==> config.mk <==
export PLATFORM = sky130hd
export DESIGN_NAME = smbp_queue
export DESIGN_NICKNAME = d
export VERILOG_FILES = /design/src/rtl/stepper_move_block_planner_core_macros.svh /design/src/rtl/smbp_pkg.sv /design/src/rtl/smbp_queue.sv
export SDC_FILE = /design/constraint.sdc
export NUM_CORES = 1
export LEC_CHECK = 0
export BUFFER_PORTS_ARGS = -buffer_cell sky130_fd_sc_hd__buf_4
export CAP_MARGIN = 20
export CORE_MARGIN = 4
export CORE_UTILIZATION = 27
export CTS_CLUSTER_SIZE = 30
export DETAILED_ROUTE_END_ITERATION = 8
export MAX_ROUTING_LAYER = met4
export PLACE_DENSITY = 0.47
export SLEW_MARGIN = 20
export SYNTH_ARGS = -nofsm -noshare
export SYNTH_HDL_FRONTEND = slang
export SYNTH_SLANG_ARGS = --single-unit
==> constraint.sdc <==
create_clock -name clock -period 12.2 [get_ports clock]
set_clock_uncertainty 0.05 [all_clocks]
set_input_delay 0.61 -clock clock [delete_from_list [all_inputs] [get_ports clock]]
set_output_delay 0.61 -clock clock [all_outputs]
set_load 0.03 [all_outputs]
==> src/rtl/stepper_move_block_planner_core_macros.svh <==
// Assertion macros for the planner RTL.
`ifndef STEPPER_MOVE_BLOCK_PLANNER_CORE_MACROS_SVH
`define STEPPER_MOVE_BLOCK_PLANNER_CORE_MACROS_SVH
// Same-cycle implication, checked outside reset.
`define SMBP_ASSERT_NOW(label, pre, post) \
   label: assert property (@(posedge clock) disable iff (reset) (pre) |-> (post)) \
      else $error("planner check failed");
// Next-cycle implication, checked outside reset.
`define SMBP_ASSERT_NEXT(label, pre, post) \
   label: assert property (@(posedge clock) disable iff (reset) (pre) |=> (post)) \
      else $error("planner check failed");
`endif

==> src/rtl/smbp_pkg.sv <==
// Shared types and constants of the stepper move planner.
package smbp_pkg;
   localparam int unsigned COORD_W     = 32;
   localparam int unsigned FEED_W      = 24;
   localparam int unsigned SPM_W       = 32;
   localparam int unsigned MAG_W       = 33;
   localparam int unsigned ADDR_W      = 3;
   localparam int unsigned QUEUE_DEPTH = 2;
   localparam logic [SPM_W-1:0] SPM_RESET    = 32'd65536;
   localparam logic [14:0]      TICK_SCALE   = 15'd25000;
   localparam logic [31:0]      MIN_INTERVAL = 32'd2;

   typedef enum logic {
      REG_X_SPM = 1'b0,
      REG_Y_SPM = 1'b1
   } reg_index_type;

   // one planned move handed from front to back
   typedef struct packed {
      logic              moved;
      logic [31:0]       steps_x;
      logic [31:0]       steps_y;
      logic [MAG_W-1:0]  mag_x;
      logic [MAG_W-1:0]  mag_y;
      logic [FEED_W-1:0] feed;
      logic [31:0]       step_count;
   } plan_type;

   typedef struct packed {
      logic full;
      logic empty;
   } queue_status_type;
endpackage

==> src/rtl/smbp_queue.sv <==
// Small FIFO of planned moves between front and back.
module smbp_queue #(
   parameter int unsigned DEPTH = smbp_pkg::QUEUE_DEPTH
) (
   input  logic                        clock,
   input  logic                        reset,
   input  logic                        push,
   input  smbp_pkg::plan_type          push_data,
   input  logic                        pop,
   output smbp_pkg::plan_type          pop_data,
   output smbp_pkg::queue_status_type  status
);
   localparam int unsigned PTR_W = $clog2(DEPTH);
   localparam int unsigned CNT_W = $clog2(DEPTH + 1);

   smbp_pkg::plan_type mem_ff [DEPTH];
   logic [PTR_W-1:0]   wr_ptr_ff, wr_ptr_in, rd_ptr_ff, rd_ptr_in;
   logic [CNT_W-1:0]   cnt_ff, cnt_in;
   logic               do_push, do_pop;

   assign status.full  = (cnt_ff == CNT_W'(DEPTH));
   assign status.empty = (cnt_ff == '0);
   assign do_push = push && !status.full;
   assign do_pop  = pop && !status.empty;
   assign pop_data = mem_ff[rd_ptr_ff];

   always_comb begin
      wr_ptr_in = wr_ptr_ff;
      rd_ptr_in = rd_ptr_ff;
      cnt_in    = cnt_ff;
      if (do_push) begin
         wr_ptr_in = (wr_ptr_ff == PTR_W'(DEPTH - 1)) ? '0 : wr_ptr_ff + PTR_W'(1);
      end
      if (do_pop) begin
         rd_ptr_in = (rd_ptr_ff == PTR_W'(DEPTH - 1)) ? '0 : rd_ptr_ff + PTR_W'(1);
      end
      if (do_push && !do_pop) begin
         cnt_in = cnt_ff + CNT_W'(1);
      end else if (do_pop && !do_push) begin
         cnt_in = cnt_ff - CNT_W'(1);
      end
   end

   always_ff @(posedge clock) begin
      if (reset) begin
         wr_ptr_ff <= '0;
         rd_ptr_ff <= '0;
         cnt_ff    <= '0;
      end else begin
         wr_ptr_ff <= wr_ptr_in;
         rd_ptr_ff <= rd_ptr_in;
         cnt_ff    <= cnt_in;
      end
      if (do_push) begin
         mem_ff[wr_ptr_ff] <= push_data;
      end
   end
endmodule

==> After elaboration in Yosys (flattened, before gate mapping) <==
Memory sizes are Yosys's and may differ from the RTL's. A register that Yosys moved wholly into a read port is not among the register bits.
Cells that the tools add are included.
{ "word_totals": {"regBits": 4, "out_inout_bits": 189, "elab_cells": 27, "ram_bits": 374, "memories": 1} }
{ "classes": {"eq_ne": 1, "n_mux": 8, "n_reduce_logical": 10, "n_addsub": 4} }
{ "memory_table": {"columns": ["memory", "depth", "width", "read_ports", "rd_clocked_by_memory_dff", "write_ports", "line_no", "text"], "rows": [
  ["mem_ff", 2, 187, 1, 1, 1, "smbp_queue.sv:16", "smbp_pkg::plan_type mem_ff [DEPTH];"]
]} }
{ "ops": {"columns": ["operator", "count"], "rows": [
  ["$mux 1", 6],
  ["$logic_and 1x1->1", 4],
  ["$logic_not 1->1", 4],
  ["$mux 2", 2],
  ["$add 1x1->1 const B", 2],
  ["$add 2x1->2 const B", 1],
  ["$eq 2x2->1 const B", 1],
  ["$logic_not 2->1", 1],
  ["$reduce_bool 2->1", 1],
  ["$sub 2x1->2 const B", 1]
]} }

==> Depth between registers and ports, before layout <==
Gate-level depths: netlist of run 1.
{ "logic_depth": {"depth_word": 7, "depth_mapped": 6, "ltp_nobuf": 6} }

==> Worst setup path before layout of run 1 <==
No wires, ideal clock.
{ "synth_path": {"path_kind": "input -> register", "from": "in push", "to": "mem mem_ff[1][0] (netlist bit), enable pin", "arrival_time_ns": 5.080, "stages": 3, "path_buffers": 0, "path_slack_ns": 6.499, "required_time_ns": 11.579, "path_cell_list": "inv_1 > nor2_1 > and2_1"} }
{ "synth_between": {"elab_chain_len": 3} }
{ "synth_rtl": {"columns": ["element", "line_no", "text"], "rows": [
  ["start, declared", "smbp_queue.sv:7", "input logic push,"],
  ["$logic_and 1x1->1", "smbp_queue.sv:23", "assign do_push = push && !status.full;"],
  ["net do_push", "smbp_queue.sv:19", "logic do_push, do_pop;"],
  ["$mux 1", "smbp_queue.sv:54", "if (do_push) begin"],
  ["$mux 1 (implied by the code)", "smbp_queue.sv:55", "mem_ff[wr_ptr_ff] <= push_data;"],
  ["end, declared", "smbp_queue.sv:16", null]
]} }
The timed path passes the listed nets, and every way through them passes these cells.

==> results of run 1 <==
[power groups by stage]
stage                     clock (W)  combinational, W  sequential, W
after floorplan                   0          0.000992        0.00173
after global placement            0           0.00145        0.00174
after detailed placement          0           0.00144        0.00174
after CTS                   0.00123           0.00145        0.00171
after global routing        0.00129           0.00149        0.00173
final                       0.00118           0.00141        0.00171
[layer usage]
layer	global-route usage [%]	part of all wire [%]	vias to the layer above
met2	17.5	46	262
met3	4.52	9.2	48
met4	3.50	2.1	0
met5	-	0	-
li1	-	-	3244
met1	14.0	42	3470
[metrics by stage]
stage | total power (W) | utilization, % | hold WS [ps]
6_report | 0.00431 | 36.9 | 199
5_1_grt | 0.00451 | 36.9 | 158
4_1_cts | 0.00440 | 36.9 | 144
3_5_place_dp | 0.00319 | 34.4 | 446
3_3_place_gp | 0.00319 | 34.4 | 421
2_1_floorplan | 0.00272 | - | 402
[worst max-delay path by stage]
stage	start	end	slack [ps]	cells past startpoint
after floorplan	push	mem_ff[1][0]$_DFFE_PP_	6500	3
after global placement	flop	pop_data[47]	8220	4
after detailed placement	flop	pop_data[51]	8230	4
after CTS	flop	pop_data[51]	7620	4
after global routing	flop	pop_data[114]	7510	4
final	flop	pop_data[114]	7770	4
[state kept, by name, summed over array words and instances (netlist names), named ones only]
name       cells
mem_ff       374
wr_ptr_ff      1
cnt_ff         2
rd_ptr_ff      1
[critical path, stage by stage, from the launching register on]
cell,delay [ps]
dfxtp_4,940
buf_4,900
buf_4,710
mux2_4,350
buf_4,170
[final cells by class]
cell class              instances  share of cell area (%)
well taps                     680                    4.45
clock buffers                  59                    6.27
flip-flops and latches        379                    59.3
diodes                          2                  0.0262
repair buffers                386                    15.2
clock inverters                19                   0.582
multi-input cells             205                    14.1
inverters                       2                  0.0785
[cell families (layout without fill, tap and decap cells)]
logic type	after synthesis	count (layout)	synth area share (%)
flip-flops	379	379	79.5
XOR/XNOR	3	3	0.184
AO/OA/AOI/OAI	5	5	0.176
multiplexers	187	187	18.2
adder cells (fa/ha/maj)	1	1	0.0878
other	0	2	0
buffers and inverters	23	466	1.49
AND/OR/NAND/NOR	9	9	0.307
[cells in the final DEF, fill, tap and decap left out]
cell	n
bufinv_16	1
clkinv_1	9
nor2b_1	1
clkbuf_1	12
clkinvlp_4	1
o21ai_0	3
buf_4	386
diode_2	2
mux2_2	57
clkbuf_8	2
inv_8	1
or3_1	2
nor2_1	5
clkbuf_16	45
clkinv_2	8
a21oi_1	2
xor2_1	3
dfxtp_1	4
inv_1	1
and2_4	1
mux2_4	130
ha_1	1
dfxtp_4	1
edfxtp_1	374
==> flow_summary.ini, run 1 <==
[outcome]
status = completed

[critical_path]
rr_startpoint = cnt_ff[0]$_SDFFE_PP0P_
worstSetupPathType = flop to output port
r2r_cells = 4
endpoint_kind = output port
rrSetupSlack_ps = 9070
cp_max_fo = 61
r2r-end = mem_ff[0][186]$_DFFE_PP_
crit_arrival_ps = 3770
crit_required_ps = 11540
cp-start-kind = flop

[min_path]
hold_class = primary input to flop
min_path_cells = 1
holdPathEnd = mem_ff[0][141]$_DFFE_PP_
worstHoldStart = push_data[141]

[global_route]
grt_max_degree = 121
grt_antenna_before_repair = 2
grt.total_usage_pct = 11.4
grt_pass1_wl_mm = 47.5
overflow = 0
grt_pass1_vias = 7703

[drt]
routed_wl_mm = 32.5
num_vias = 7024
wl_per_cell_um = 18.8
ant_nets = 0
drt_iter0_markers = 277
drc = 0
post_drt_via_cell_ratio = 4.06
drtPass1Iterations = 4

[clock_tree]
cts_tree = yes
cts_sinks = 379
cts_buffers = 42
path_clk_slew_ps = 60
postCtsSetupBuffers = 0
cts_root_buf = clkbuf_16
cts_resized = 0
h-tree-depth = 2
cts_max_path_buffers = 3
clock_latency_ps = 540
cts_hold_buf = 0

[pwr]
combinationalPowerShare_pct = 32.8
powerDensity_nw_per_um2 = 225
p_int_w = 0.00295
p_switching_w = 0.00136
leakage_nw = 7.23
ir_drop_mv = 0.120
pwr-share-seq_pct = 39.7
swShare_pct = 31.6
clockPowerShare_pct = 27.5

[layout]
stdcell_count = 1732
syn2layout_area_growth_pct = 34.2
num-nets-final = 1208
drive_gt1_share_pct = 60.3
design_area_um2 = 19100
nFillCells = 4870
multi_input_area_um2 = 2700
regArea_um2 = 11300

[logic_synthesis]
synthesis.area_um2 = 14200
syn-num-nets = 799
ys_async_sr_fraction_pct = 0
ys_ff_latch = 379
yosysTopAreaCellShare_pct = 78.8
synth_edf_count = 374
synth_commonest_cells = 374 x edfxtp_1, 130 x mux2_4, 57 x mux2_2
synth_area_leaders = edfxtp_1 79%, mux2_4 14%, mux2_2 4.5%
yosys_warnings = 0
yosysMostFrequentCell = edfxtp_1
ys_types = 15
synth_top_area_cell = edfxtp_1
syn_area_per_cell_um2 = 23.5
synth-seq-area-share_pct = 79.5
syn_inst = 607
synth-main-ff-cell = edfxtp_1

[floorplan]
core_area_um2 = 51800
die_w_um = 238
die_y_um = 238
start_util_pct = 27.5
ios = 380
dieArea_um2 = 56500
core.rowCount = 83

[flow_run]
cap_violations = 0

[sta]
max_freq_ghz = 0.226
hold_viol = 0
rsz0062_at_grt = no
layout_min_cycle_time_ps = 4430
report.final.setup_viol = 0
slew_headroom_pct = 26.8
timing.final.ws_setup_ps = 7770
fin_tns_setup_ps = 0
tightest_slew_ps = 1100
drv_slew = 0
period_share_pct = 36.3

[placement]
detailed_place.area_um2 = 17800
pre_cts_ws_ps = 8230
gp_congestion = 0.711
placed_cells = 1652
place.detailed.hpwl_mm = 22.1
port_buffers = 379
(Power assumes the default switching activity.)
==> inputs of run 2 (changes only) <==
- PLACE_DENSITY: 0.47 -> 0.48
- clock period: 12.2 -> 3.62 ns (I/O delays scaled with it)
==> flow_summary.ini, run 2 (synthesis results as in run 1) <==
[critical_path]
endpoint_kind = output port
cp_max_fo = 48
cp-start-kind = flop
worstSetupPathType = flop to output port
cpLargestDelayFamily = flip-flops
rr_startpoint = cnt_ff[1]$_SDFFE_PP0P_
path_buf_inv = 2
crit_chain = buf_12 -> mux2_4 -> buf_4
crit_slowest_cell = dfxtp_4
slowest_delay_ps = 820
crit_required_ps = 3390
crit_arrival_ps = 2380
rrSetupSlack_ps = 1440
r2r_cells = 4
r2r-end = mem_ff[0][128]$_DFFE_PP_

[clock_tree]
cts_sinks = 379
cts_resized = 0
h-tree-depth = 2
cts_max_path_buffers = 3
cts_buffers = 44
path_clk_slew_ps = 60
cts_root_buf = clkbuf_16
cts_tree = yes
clock_latency_ps = 540

[drt]
drt_iter0_markers = 287
wl_per_cell_um = 17.4
drc = 0
routed_wl_mm = 33.7
num_vias = 7783
ant_nets = 0
drtPass1Iterations = 4
post_drt_via_cell_ratio = 4.03

[layout]
top_regs = mem_ff (374), cnt_ff (2)
largest_register = mem_ff
nFillCells = 4770
num-nets-final = 1410
syn2layout_area_growth_pct = 49.3
stdcell_count = 1932
final_common_cell = buf_4
design_area_um2 = 21300
largest_register_ffs = 374
drive_gt1_share_pct = 52.2
final_cell_mix = 391 x buf_4, 374 x edfxtp_1, 189 x dlygate4sd3_1, 130 x mux2_4, 57 x mux2_2

[pwr]
leakage_nw = 8.13
p_switching_w = 0.00473
clockPowerShare_pct = 28.5
p_int_w = 0.0104
ir_drop_mv = 0.482
powerDensity_nw_per_um2 = 709
combinationalPowerShare_pct = 33.6
pwr-share-seq_pct = 37.9
swShare_pct = 31.3

[global_route]
grt_pass1_wl_mm = 50.3
grt_max_degree = 49
grt_pass1_vias = 8597
grt_antenna_before_repair = 1
overflow = 0
grt.total_usage_pct = 11.9

[floorplan]
core.rowCount = 83
die_y_um = 238
start_util_pct = 27.5
dieArea_um2 = 56500
ios = 380
die_w_um = 238
core_area_um2 = 51800

[flow_run]
cap_violations = 0

[placement]
detailed_place.area_um2 = 18000
place.detailed.hpwl_mm = 22.1
gp_congestion = 0.709
placed_cells = 1663
port_buffers = 379

[sta]
layout_min_cycle_time_ps = 2610
fin_tns_setup_ps = 0
rsz0062_at_grt = no
drv_slew = 0
max_freq_ghz = 0.383
hold_viol = 0
period_share_pct = 72.1
slew_headroom_pct = 48.7
tightest_slew_ps = 769
report.final.setup_viol = 0

[min_path]
min_path_cells = 4
hold_class = primary input to flop
worstHoldStart = pop
holdPathEnd = rd_ptr_ff$_SDFFE_PP0P_

[outcome]
status = completed
[run 2: changes by cell type in the layout (fill, tap and decap cells not counted), moves of 4 or more]
cell,delta
buf_12,+6
buf_4,+5
bufinv_16,+4
clkbuf_1,-6
clkinvlp_4,+4
dlygate4sd3_1,+189
[run 2: worst max-delay path by stage]
stage | cells past startpoint | slack (ps) | startpoint | to
floorplan | 3 | -380 | cnt_ff[1]$_SDFFE_PP0P_ | mem_ff[0][0]$_DFFE_PP_
global placement | 4 | 1390 | cnt_ff[1]$_SDFFE_PP0P_ | mem_ff[0][90]$_DFFE_PP_
detailed placement | 4 | 1380 | cnt_ff[1]$_SDFFE_PP0P_ | mem_ff[0][86]$_DFFE_PP_
CTS | 3 | 900 | flop | pop_data[165]
global route | 3 | 870 | flop | pop_data[66]
finish | 3 | 1010 | flop | pop_data[66]
[run 2: per-layer routing]
metal  global-route usage [%]  up-vias  wire length, um
li1                         -     3645                -
met1                     13.7     3835            13400
met2                     20.1      240            17100
met3                     3.64       63             2430
met4                     3.50        0              726
met5                        -        -                0
[run 2: power by group through the flow]
stage,sequential (W),combinational (W),clock (W)
finish,0.00572,0.00506,0.00431
global placement,0.00580,0.00502,0
CTS,0.00573,0.00520,0.00448
floorplan,0.00577,0.00335,0
global route,0.00577,0.00536,0.00466
detailed placement,0.00582,0.00501,0
[run 2: metrics by stage]
stage | setup WS [ps] | utilization, % | hold WS (ps) | power, W
global placement | 1390 | 34.7 | 316 | 0.0108
global route | 868 | 41.0 | 84.5 | 0.0158
CTS | 902 | 41.0 | 10.2 | 0.0154
floorplan | -377 | - | 193 | 0.00912
detailed placement | 1380 | 34.7 | 319 | 0.0108
finish | 1010 | 41.1 | 56.4 | 0.0151
[run 2: final cells by class]
class,count,area [um2],share of cell area [%]
flip-flops and latches,379,11300,53.3
diodes,2,5.00,0.0235
multi-input cells,205,2720,12.8
clock buffers,51,1150,5.40
inverters,2,11.3,0.0529
clock inverters,27,256,1.21
repair buffers,586,4950,23.3
well taps,680,851,4.00
[run 2: tightest hold or removal path: stages]
cell and delay, ps:
buf_4 110, o21ai_0 140, xor2_1 110, nor2_1 70
[run 2: repair_timing]
item,in CTS,in global routing
endpoints found under the hold margin,379,0
hold buffers,189,0
setup buffers,0,0
