## config.mk

```make
export PLATFORM = sky130hd
export DESIGN_NAME = smbp_back_flat
export DESIGN_NICKNAME = d
export VERILOG_FILES = /design/src/rtl/stepper_move_block_planner_core_macros.svh /design/src/rtl/smbp_pkg.sv /design/src/rtl/smbp_if.sv /design/src/rtl/smbp_back.sv /design/src/flat_wrapper.sv
export SDC_FILE = /design/constraint.sdc
export NUM_CORES = 2
export LEC_CHECK = 0
export BUFFER_PORTS_ARGS = -buffer_cell sky130_fd_sc_hd__buf_2
export CAP_MARGIN = 20
export CORE_MARGIN = 2
export CORE_UTILIZATION = 50
export CTS_CLUSTER_DIAMETER = 200
export CTS_CLUSTER_SIZE = 30
export DETAILED_ROUTE_END_ITERATION = 7
export MAX_ROUTING_LAYER = met4
export PLACE_DENSITY = 0.63
export SLEW_MARGIN = 20
export SYNTH_ARGS = -nofsm -noshare
export SYNTH_HDL_FRONTEND = slang
export SYNTH_SLANG_ARGS = --single-unit
```

## constraint.sdc

```tcl
create_clock -name clock -period 30.5 [get_ports clock]
set_clock_uncertainty 0.15 [all_clocks]
set_input_delay 1.525 -clock clock [delete_from_list [all_inputs] [get_ports clock]]
set_output_delay 1.525 -clock clock [all_outputs]
set_load 0.05 [all_outputs]
```

## src/rtl/stepper_move_block_planner_core_macros.svh

```systemverilog
// Assertion macros for the planner RTL.
`ifndef STEPPER_MOVE_BLOCK_PLANNER_CORE_MACROS_SVH
`define STEPPER_MOVE_BLOCK_PLANNER_CORE_MACROS_SVH
// Same-cycle implication, checked outside reset.
`define SMBP_ASSERT_NOW(label, pre, post) \
   label: assert property (@(posedge clock) disable iff (reset) (pre) |-> (post)) \
      else $error("planner check failed");
// Next-cycle implication, checked outside reset.
`define SMBP_ASSERT_NEXT(label, pre, post) \
   label: assert property (@(posedge clock) disable iff (reset) (pre) |=> (post)) \
      else $error("planner check failed");
`endif

```

## src/rtl/smbp_pkg.sv

```systemverilog
// Shared types and constants of the stepper move planner.
package smbp_pkg;
   localparam int unsigned COORD_W     = 32;
   localparam int unsigned FEED_W      = 24;
   localparam int unsigned SPM_W       = 32;
   localparam int unsigned MAG_W       = 33;
   localparam int unsigned ADDR_W      = 3;
   localparam int unsigned QUEUE_DEPTH = 2;
   localparam logic [SPM_W-1:0] SPM_RESET    = 32'd65536;
   localparam logic [14:0]      TICK_SCALE   = 15'd25000;
   localparam logic [31:0]      MIN_INTERVAL = 32'd2;

   typedef enum logic {
      REG_X_SPM = 1'b0,
      REG_Y_SPM = 1'b1
   } reg_index_type;

   // one planned move handed from front to back
   typedef struct packed {
      logic              moved;
      logic [31:0]       steps_x;
      logic [31:0]       steps_y;
      logic [MAG_W-1:0]  mag_x;
      logic [MAG_W-1:0]  mag_y;
      logic [FEED_W-1:0] feed;
      logic [31:0]       step_count;
   } plan_type;

   typedef struct packed {
      logic full;
      logic empty;
   } queue_status_type;
endpackage

```

## src/rtl/smbp_if.sv

```systemverilog


interface smbp_rsp_if;
   logic        valid;
   logic        ready;
   logic        moved;
   logic [31:0] steps_x;
   logic [31:0] steps_y;
   logic        dir_x;
   logic        dir_y;
   logic [31:0] step_count;
   logic [31:0] step_interval;
   modport source(output valid, moved, steps_x, steps_y, dir_x, dir_y, step_count,
                  step_interval, input ready);
   modport sink(input valid, moved, steps_x, steps_y, dir_x, dir_y, step_count,
                step_interval, output ready);
endinterface

```

## src/rtl/smbp_back.sv

```systemverilog
// Back: path length by serial square and root, step interval by serial divide.
module smbp_back (
   input  logic                        clock,
   input  logic                        reset,
   input  smbp_pkg::queue_status_type  q_status,
   input  smbp_pkg::plan_type          plan_data,
   output logic                        plan_pop,
   smbp_rsp_if.source                  rsp_bus
);
   typedef enum logic [2:0] {
      B_IDLE, B_SQUARE, B_SUM, B_ROOT, B_SCALE, B_DIVIDE, B_DONE
   } bstate_type;

   bstate_type         state_ff, state_in;
   smbp_pkg::plan_type plan_ff, plan_in;
   logic [32:0]        mx_sh_ff, mx_sh_in, my_sh_ff, my_sh_in;
   logic [65:0]        sq_x_ff, sq_x_in, sq_y_ff, sq_y_in;
   logic [65:0]        rad_ff, rad_in;
   logic [36:0]        rem_ff, rem_in;
   logic [32:0]        root_ff, root_in;
   logic [47:0]        quo_ff, quo_in;
   logic [55:0]        den_ff, den_in;
   logic [56:0]        drem_ff, drem_in;
   logic [31:0]        ivl_ff, ivl_in;
   logic [5:0]         cnt_ff, cnt_in;
   logic               valid_ff, valid_in;
   logic               moved_ff, moved_in;
   logic [31:0]        sx_ff, sx_in, sy_ff, sy_in, ps_ff, ps_in, it_ff, it_in;
   logic [33:0]        add_x, add_y;
   logic [36:0]        rem_sh, trial;
   logic [56:0]        dtry;
   logic               dge;
   logic [31:0]        q_sat;

   assign add_x = {1'b0, sq_x_ff[65:33]} + (mx_sh_ff[0] ? {1'b0, plan_ff.mag_x} : 34'd0);
   assign add_y = {1'b0, sq_y_ff[65:33]} + (my_sh_ff[0] ? {1'b0, plan_ff.mag_y} : 34'd0);
   assign rem_sh = {rem_ff[34:0], rad_ff[65:64]};
   assign trial  = {2'b00, root_ff, 2'b01};
   assign dtry   = {drem_ff[55:0], quo_ff[47]};
   assign dge    = (dtry >= {1'b0, den_ff});
   assign q_sat  = (quo_ff[47:32] != 16'd0) ? 32'hFFFFFFFF : quo_ff[31:0];

   assign plan_pop = (state_ff == B_IDLE) && !q_status.empty;

   assign rsp_bus.valid         = valid_ff;
   assign rsp_bus.moved         = moved_ff;
   assign rsp_bus.steps_x       = sx_ff;
   assign rsp_bus.steps_y       = sy_ff;
   assign rsp_bus.dir_x         = moved_ff && !sx_ff[31];
   assign rsp_bus.dir_y         = moved_ff && !sy_ff[31];
   assign rsp_bus.step_count    = ps_ff;
   assign rsp_bus.step_interval = it_ff;

   always_comb begin
      state_in = state_ff;
      plan_in  = plan_ff;
      mx_sh_in = mx_sh_ff;
      my_sh_in = my_sh_ff;
      sq_x_in  = sq_x_ff;
      sq_y_in  = sq_y_ff;
      rad_in   = rad_ff;
      rem_in   = rem_ff;
      root_in  = root_ff;
      quo_in   = quo_ff;
      den_in   = den_ff;
      drem_in  = drem_ff;
      ivl_in   = ivl_ff;
      cnt_in   = cnt_ff;
      valid_in = valid_ff;
      moved_in = moved_ff;
      sx_in    = sx_ff;
      sy_in    = sy_ff;
      ps_in    = ps_ff;
      it_in    = it_ff;
      if (valid_ff && rsp_bus.ready) begin
         valid_in = 1'b0;
      end
      case (state_ff)
         B_IDLE: begin
            if (!q_status.empty) begin
               plan_in  = plan_data;
               mx_sh_in = plan_data.mag_x;
               my_sh_in = plan_data.mag_y;
               sq_x_in  = '0;
               sq_y_in  = '0;
               cnt_in   = '0;
               state_in = plan_data.moved ? B_SQUARE : B_DONE;
            end
         end
         B_SQUARE: begin
            sq_x_in  = {add_x, sq_x_ff[32:1]};
            sq_y_in  = {add_y, sq_y_ff[32:1]};
            mx_sh_in = {1'b0, mx_sh_ff[32:1]};
            my_sh_in = {1'b0, my_sh_ff[32:1]};
            cnt_in   = cnt_ff + 6'd1;
            if (cnt_ff == 6'd32) begin
               state_in = B_SUM;
            end
         end
         B_SUM: begin
            rad_in   = sq_x_ff + sq_y_ff;
            rem_in   = '0;
            root_in  = '0;
            cnt_in   = '0;
            state_in = B_ROOT;
         end
         B_ROOT: begin
            // one root bit per cycle, two radicand bits consumed
            rad_in = {rad_ff[63:0], 2'b00};
            if (rem_sh >= trial) begin
               rem_in  = rem_sh - trial;
               root_in = {root_ff[31:0], 1'b1};
            end else begin
               rem_in  = rem_sh;
               root_in = {root_ff[31:0], 1'b0};
            end
            cnt_in = cnt_ff + 6'd1;
            if (cnt_ff == 6'd32) begin
               state_in = B_SCALE;
            end
         end
         B_SCALE: begin
            quo_in  = 48'(root_ff) * 48'(smbp_pkg::TICK_SCALE);
            den_in  = 56'(plan_ff.feed) * 56'(plan_ff.step_count);
            drem_in = '0;
            cnt_in  = '0;
            if (plan_ff.feed == '0) begin
               ivl_in   = 32'hFFFFFFFF;
               state_in = B_DONE;
            end else begin
               state_in = B_DIVIDE;
            end
         end
         B_DIVIDE: begin
            drem_in = dge ? (dtry - {1'b0, den_ff}) : dtry;
            quo_in  = {quo_ff[46:0], dge};
            cnt_in  = cnt_ff + 6'd1;
            if (cnt_ff == 6'd47) begin
               state_in = B_DONE;
            end
         end
         B_DONE: begin
            if (q_sat < smbp_pkg::MIN_INTERVAL) begin
               it_in = smbp_pkg::MIN_INTERVAL;
            end else begin
               it_in = q_sat;
            end
            if (!valid_ff || rsp_bus.ready) begin
               valid_in = 1'b1;
               moved_in = plan_ff.moved;
               if (plan_ff.moved) begin
                  sx_in = plan_ff.steps_x;
                  sy_in = plan_ff.steps_y;
                  ps_in = plan_ff.step_count;
                  if (plan_ff.feed == '0) begin
                     it_in = ivl_ff;
                  end
               end else begin
                  sx_in = '0;
                  sy_in = '0;
                  ps_in = '0;
                  it_in = '0;
               end
               state_in = B_IDLE;
            end else begin
               it_in = it_ff;
            end
         end
         default: state_in = B_IDLE;
      endcase
   end

   always_ff @(posedge clock) begin
      if (reset) begin
         state_ff <= B_IDLE;
         valid_ff <= 1'b0;
      end else begin
         state_ff <= state_in;
         valid_ff <= valid_in;
      end
      plan_ff  <= plan_in;
      mx_sh_ff <= mx_sh_in;
      my_sh_ff <= my_sh_in;
      sq_x_ff  <= sq_x_in;
      sq_y_ff  <= sq_y_in;
      rad_ff   <= rad_in;
      rem_ff   <= rem_in;
      root_ff  <= root_in;
      quo_ff   <= quo_in;
      den_ff   <= den_in;
      drem_ff  <= drem_in;
      ivl_ff   <= ivl_in;
      cnt_ff   <= cnt_in;
      moved_ff <= moved_in;
      sx_ff    <= sx_in;
      sy_ff    <= sy_in;
      ps_ff    <= ps_in;
      it_ff    <= it_in;
   end
endmodule

```

## src/flat_wrapper.sv

```systemverilog
// flat-port wrapper written by rule: the top's interface ports become plain ports
module smbp_back_flat 
  (clock, reset, q_status, plan_data, plan_pop, rsp_bus_valid, rsp_bus_moved, rsp_bus_steps_x, rsp_bus_steps_y, rsp_bus_dir_x, rsp_bus_dir_y, rsp_bus_step_count, rsp_bus_step_interval, rsp_bus_ready);
  smbp_rsp_if rsp_bus_i ();
  input  logic clock;
  input  logic reset;
  input  smbp_pkg::queue_status_type q_status;
  input  smbp_pkg::plan_type plan_data;
  output logic plan_pop;
  output wire logic [$bits(rsp_bus_i.valid)-1:0] rsp_bus_valid;
  output wire logic [$bits(rsp_bus_i.moved)-1:0] rsp_bus_moved;
  output wire logic [$bits(rsp_bus_i.steps_x)-1:0] rsp_bus_steps_x;
  output wire logic [$bits(rsp_bus_i.steps_y)-1:0] rsp_bus_steps_y;
  output wire logic [$bits(rsp_bus_i.dir_x)-1:0] rsp_bus_dir_x;
  output wire logic [$bits(rsp_bus_i.dir_y)-1:0] rsp_bus_dir_y;
  output wire logic [$bits(rsp_bus_i.step_count)-1:0] rsp_bus_step_count;
  output wire logic [$bits(rsp_bus_i.step_interval)-1:0] rsp_bus_step_interval;
  input wire logic [$bits(rsp_bus_i.ready)-1:0] rsp_bus_ready;
  assign rsp_bus_valid = rsp_bus_i.valid;
  assign rsp_bus_moved = rsp_bus_i.moved;
  assign rsp_bus_steps_x = rsp_bus_i.steps_x;
  assign rsp_bus_steps_y = rsp_bus_i.steps_y;
  assign rsp_bus_dir_x = rsp_bus_i.dir_x;
  assign rsp_bus_dir_y = rsp_bus_i.dir_y;
  assign rsp_bus_step_count = rsp_bus_i.step_count;
  assign rsp_bus_step_interval = rsp_bus_i.step_interval;
  assign rsp_bus_i.ready = rsp_bus_ready;
  smbp_back u_core (.clock(clock), .reset(reset), .q_status(q_status), .plan_data(plan_data), .plan_pop(plan_pop), .rsp_bus(rsp_bus_i));
endmodule
```

; Word level (Yosys, flattened, before mapping)
; Index checks and enable logic that the tools add are counted.
[totals]
register_bits = 818
output_inout_bits = 133
memories = 0
ramBits = 0
mem_bits_ro = 0
latch_bits = 0
wordCells = 106
in_bits = 192
[classes]
n_lt_le_gt_ge = 3
shifts = 0
n_reduce_logical = 23
div_mod_pow = 0
bitwise_logic = 1
eq_ne = 13
n_addsub = 6
multipliers = 2
mux = 33
[ops]
columns = op, count
row1 = 66-bit case mux with 2 select lines, 3
row2 = 33-bit case mux with 2 select lines, 3
row3 = 33-bit two-way mux, 4
row4 = 56-bit case mux with 2 select lines, 1
row5 = 32-bit two-way mux, 3
row6 = 48-bit case mux with 2 select lines, 1
row7 = 35-bit case mux with 2 select lines, 1
row8 = 33-bit by 34-bit adder with 34-bit output, 2
row9 = 66-bit adder, 1
row10 = 66-bit two-way mux, 1
row11 = 57-bit by 56-bit >= comparator with 1-bit output, 1
row12 = 24-bit by 32-bit multiplier with 56-bit output, 1
row13 = 56-bit two-way mux, 1
row14 = 56-bit subtractor, 1
row15 = "33-bit by 12-bit multiplier with 45-bit output, second input constant", 1
row16 = 37-bit by 35-bit >= comparator with 1-bit output, 1
row17 = 35-bit two-way mux, 1
row18 = 35-bit subtractor, 1
row19 = "32-bit by 2-bit < comparator with 1-bit output, second input constant", 1
row20 = 24-bit logical NOT, 1
row21 = 3-bit case mux with 7 select lines, 1
row22 = 3-bit two-way mux, 6
row23 = 6-bit case mux with 3 select lines, 1
row24 = 16-bit nonzero test, 1
row25 = other kinds (21), 42

; Logic depth before layout (Yosys ltp)
[logic_depth]
ltp_word = 5
mapped_depth = 27
ltp_nobuf = 26

; Least setup slack after synthesis
; OpenSTA, ideal clock, no wires.
[synth_timing]
path_kind = input to register
start = in q_status[0] (netlist name)
end = reg u_core.mx_sh_ff[0], enable pin
required_time_ns = 29.874
setup_slack_ns = 5.580
path_buffers = 0
path_stages = 2
t_arrival_ns = 24.294
setup_ns = 0.476
cell_sequence = nor4_1 or2_2
[synth_between]
elab_chain_len = 2
[synth_rtl]
columns = element, line
row1 = start: declaration, flat_wrapper.sv:7  ; input smbp_pkg::queue_status_type q_status;
row2 = 2-bit != test (no source line), --
row3 = 2-bit AND reduction (no source line), --
row4 = end signal: assignment, smbp_back.sv:182  ; mx_sh_ff <= mx_sh_in;
row5 = end: declaration, smbp_back.sv:16  ; logic [32:0] mx_sh_ff, mx_sh_in, my_sh_ff, my_sh_in;
; No other way between the ends.
; A chain may end at the register's enable or synchronous reset.

; Worst setup path in the final report
[layout_timing]
start = reg u_core.plan_ff[35] (netlist name)
end = reg u_core.den_ff[53], data pin
[layout_between]
elab_chain_len = 1
[layout_rtl]
columns = element, line
row1 = start: declaration, smbp_back.sv:15  ; smbp_pkg::plan_type plan_ff, plan_in;
row2 = start signal: assignment, smbp_back.sv:181  ; plan_ff <= plan_in;
row3 = 24-bit by 32-bit multiplier with 56-bit output, smbp_back.sv:124  ; den_in = 56'(plan_ff.feed) * 56'(plan_ff.step_count);
row4 = end signal: assignment, smbp_back.sv:190  ; den_ff <= den_in;
row5 = end: declaration, smbp_back.sv:22  ; logic [55:0] den_ff, den_in;
; No other way between the ends.

==> flow_summary.yaml <==
status:
  outcome: "completed"
detailed_routing:
  vias: 51900
  wirelength_mm: 179
  postRouteAntennaNets: 0
  drtIter0Drc: 3363
  drtPass1Iterations: 7
  routedWlPerCell_um: 19.1
  drc_errors: 0
  via_per_inst: 5.52
logic_synthesis:
  postSynthCellCount: 7327
  netlist_area_mm2: 0.0738
  synth_nets: 8868
  synth-edff-count: 814
  synthArstFlopShare_pct: 0
  synth_flop_cell: "edfxtp_1"
  avgSynthCellArea_um2: 10.1
  synthDistinctLibCells: 77
  yosysSeqAreaShare_pct: 33.2
  ys_ff_latch: 818
  ys.warnings.count: 0
setup_path:
  crit_end: "u_core.den_ff[53]"
  critical-path-slowest-cell: "fa_1"
  crit_path_start: "u_core.plan_ff[35]"
  setup.worst_path.end_class: "register"
  crit_type: "reg -> reg"
  rr_worst_depth: 25
  cp.arrival_ns: 8.68
  reg2reg_from: "u_core.plan_ff[35]"
  crit_top_cell: "fa_1"
  regToRegEndpoint: "u_core.den_ff[53]"
  crit_path_max_incr_delay_ns: 0.56
  ff2ff_setup_slack_ns: 22.14
  critPathLaunchType: "register"
  critPathRequiredTime_ns: 30.82
  crit_fanout: 33
finish:
  layout.nets: 8990
  layout.cells.non_filler: 9391
  drive_gt1_share_pct: 6.39
  num-fill-cells: 13200
  layout_common_cells: "1066 x inv_1, 888 x nand2_1, 814 x edfxtp_1"
  mostFrequentLayoutCell: "inv_1"
  area_growth_pct: 5.94
global_route:
  grt_overflow: 0
  track_usage_pct: 24.4
  grt_pass1_wl_mm: 286
  grt_max_degree: 89
  first_global_vias: 52700
  antenna_found_initial: 9
floorplan:
  core_area_mm2: 0.146
  die_w_um: 388
  start_util_pct: 50.5
  ios: 325
  die_h_um: 388
  die_area_mm2: 0.151
  rows: 140
timing:
  rsz0062_at_grt: "false"
  finalSetupViolCount: 0
  whs_ns: 0.369
  drv_slew: 0
  worst_pin_slew_ns: 1.12
  period_minus_slack_ns: 8.36
  relSlewSlack_pct: 25.2
  hold_violations: 0
  tns_ns: 0
  fin_crit_sh_pct: 27.4
  fmax_ghz: 0.120
clock_tree:
  clk_path_buf_depth: 3
  holdBufCountCts: 0
  clk_pin_slew_ns: 0.12
  cts_resized: 0
  clock_latency_ns: 0.74
  root_buffer: "clkbuf_16"
  numClockSinks: 818
  post_cts_buffers: 0
  cts_buffers: 31
  cts_tree: "built"
  htree_levels: 1
placed_design:
  dp_hpwl_mm: 131
  dpl.cell_count: 9333
  gp_congestion: 0.899
  port_buffers: 323
hold_path:
  hp-class: "reg -> reg"
flow_run:
  cap_viol_max_count: 0
==> cells by family after synthesis <==
family	share of synthesized area, %
buf+inv	7.05
flops	33.2
mux	0.463
compound gates	10.2
xor+xnor	3.35
simple gates	15.0
fa+ha+maj	30.7
==> through the flow <==
step | setup slack [ns] | utilization, % | area (um^2)
2_1_floorplan | 5.58 | - | 73800
3_3_place_gp | 22.24 | 52.9 | 77300
3_5_place_dp | 22.26 | 52.9 | 77300
4_1_cts | 22.30 | 53.5 | 78200
5_1_grt | 21.79 | 53.5 | 78200
6_report | 22.14 | 53.5 | 78200
==> metal layers <==
metal  vias to the layer above  share of wire [%]  track usage [%]
li1                      24400                  -                -
met1                     25700                 46             34.3
met2                      1596                 45             37.9
met3                       227                7.1             3.51
met4                         0                2.0             4.80
met5                         -                  0                -
==> sequential cells by signal, summed over array words and instances, names as in the netlist, 35 cells and up <==
signal          cells
u_core.den_ff      56
u_core.drem_ff     56
u_core.plan_ff    187
u_core.quo_ff      48
u_core.rad_ff      66
u_core.rem_ff      35
u_core.sq_x_ff     66
u_core.sq_y_ff     66
==> synthesized netlist by cell type, drive strengths merged, types with 62 or more instances <==
| master | count | area (um^2) |
|---|---|---|
| o21ai | 195 | 987 |
| a21oi | 408 | 2040 |
| edfxtp | 814 | 24400 |
| fa | 774 | 15500 |
| ha | 575 | 7190 |
| and2 | 633 | 3960 |
| nand4 | 62 | 388 |
| a21o | 196 | 1470 |
| o21a | 76 | 571 |
| nand2 | 890 | 3340 |
| nor2 | 370 | 1390 |
| clkbuf | 304 | 1140 |
| xor2 | 116 | 1020 |
| inv | 1066 | 4000 |
| nand3 | 72 | 360 |
| xnor2 | 166 | 1450 |
==> final cells by class <==
type	instances	area, um^2	share of cell area (%)
antenna	10	25.0	0.0320
clock buffer	45	828	1.06
clock inverter	3	45.0	0.0576
inverter	1066	4000	5.12
multi-input combinational	5129	44100	56.5
sequential	818	24500	31.4
tap	1917	2400	3.07
timing repair buffer	403	2220	2.85
==> how the worst min path moves through the flow <==
stage | end | cells past startpoint | slack, ns | start
after global placement | u_core.mx_sh_ff[0] | 2 | 0.34 | u_core.mx_sh_ff[1]
after CTS | u_core.rsp_bus.steps_y[26] | 1 | 0.35 | u_core.plan_ff[148]
after global routing | u_core.rsp_bus.steps_y[26] | 1 | 0.37 | u_core.plan_ff[148]
after detailed placement | u_core.my_sh_ff[10] | 2 | 0.34 | u_core.my_sh_ff[11]
after floorplan | u_core.rsp_bus.moved | 0 | 0.30 | u_core.plan_ff[186]
final | u_core.my_sh_ff[18] | 2 | 0.37 | u_core.my_sh_ff[19]
==> critical path: cells and delay by family, from the launching register on <==
family	cells	cell delay [ns]
DFF	1	0.35
adders and majority gates	8	3.92
xor gates and xnor gates	1	0.17
and+or+nand+nor	3	0.82
buffers and inverters	6	0.76
AOI/OAI and AO/OA	7	1.96
Power is left out: the tool's default activity adds up to more than one toggle a clock period on the data nets, which glitch-free logic cannot reach.
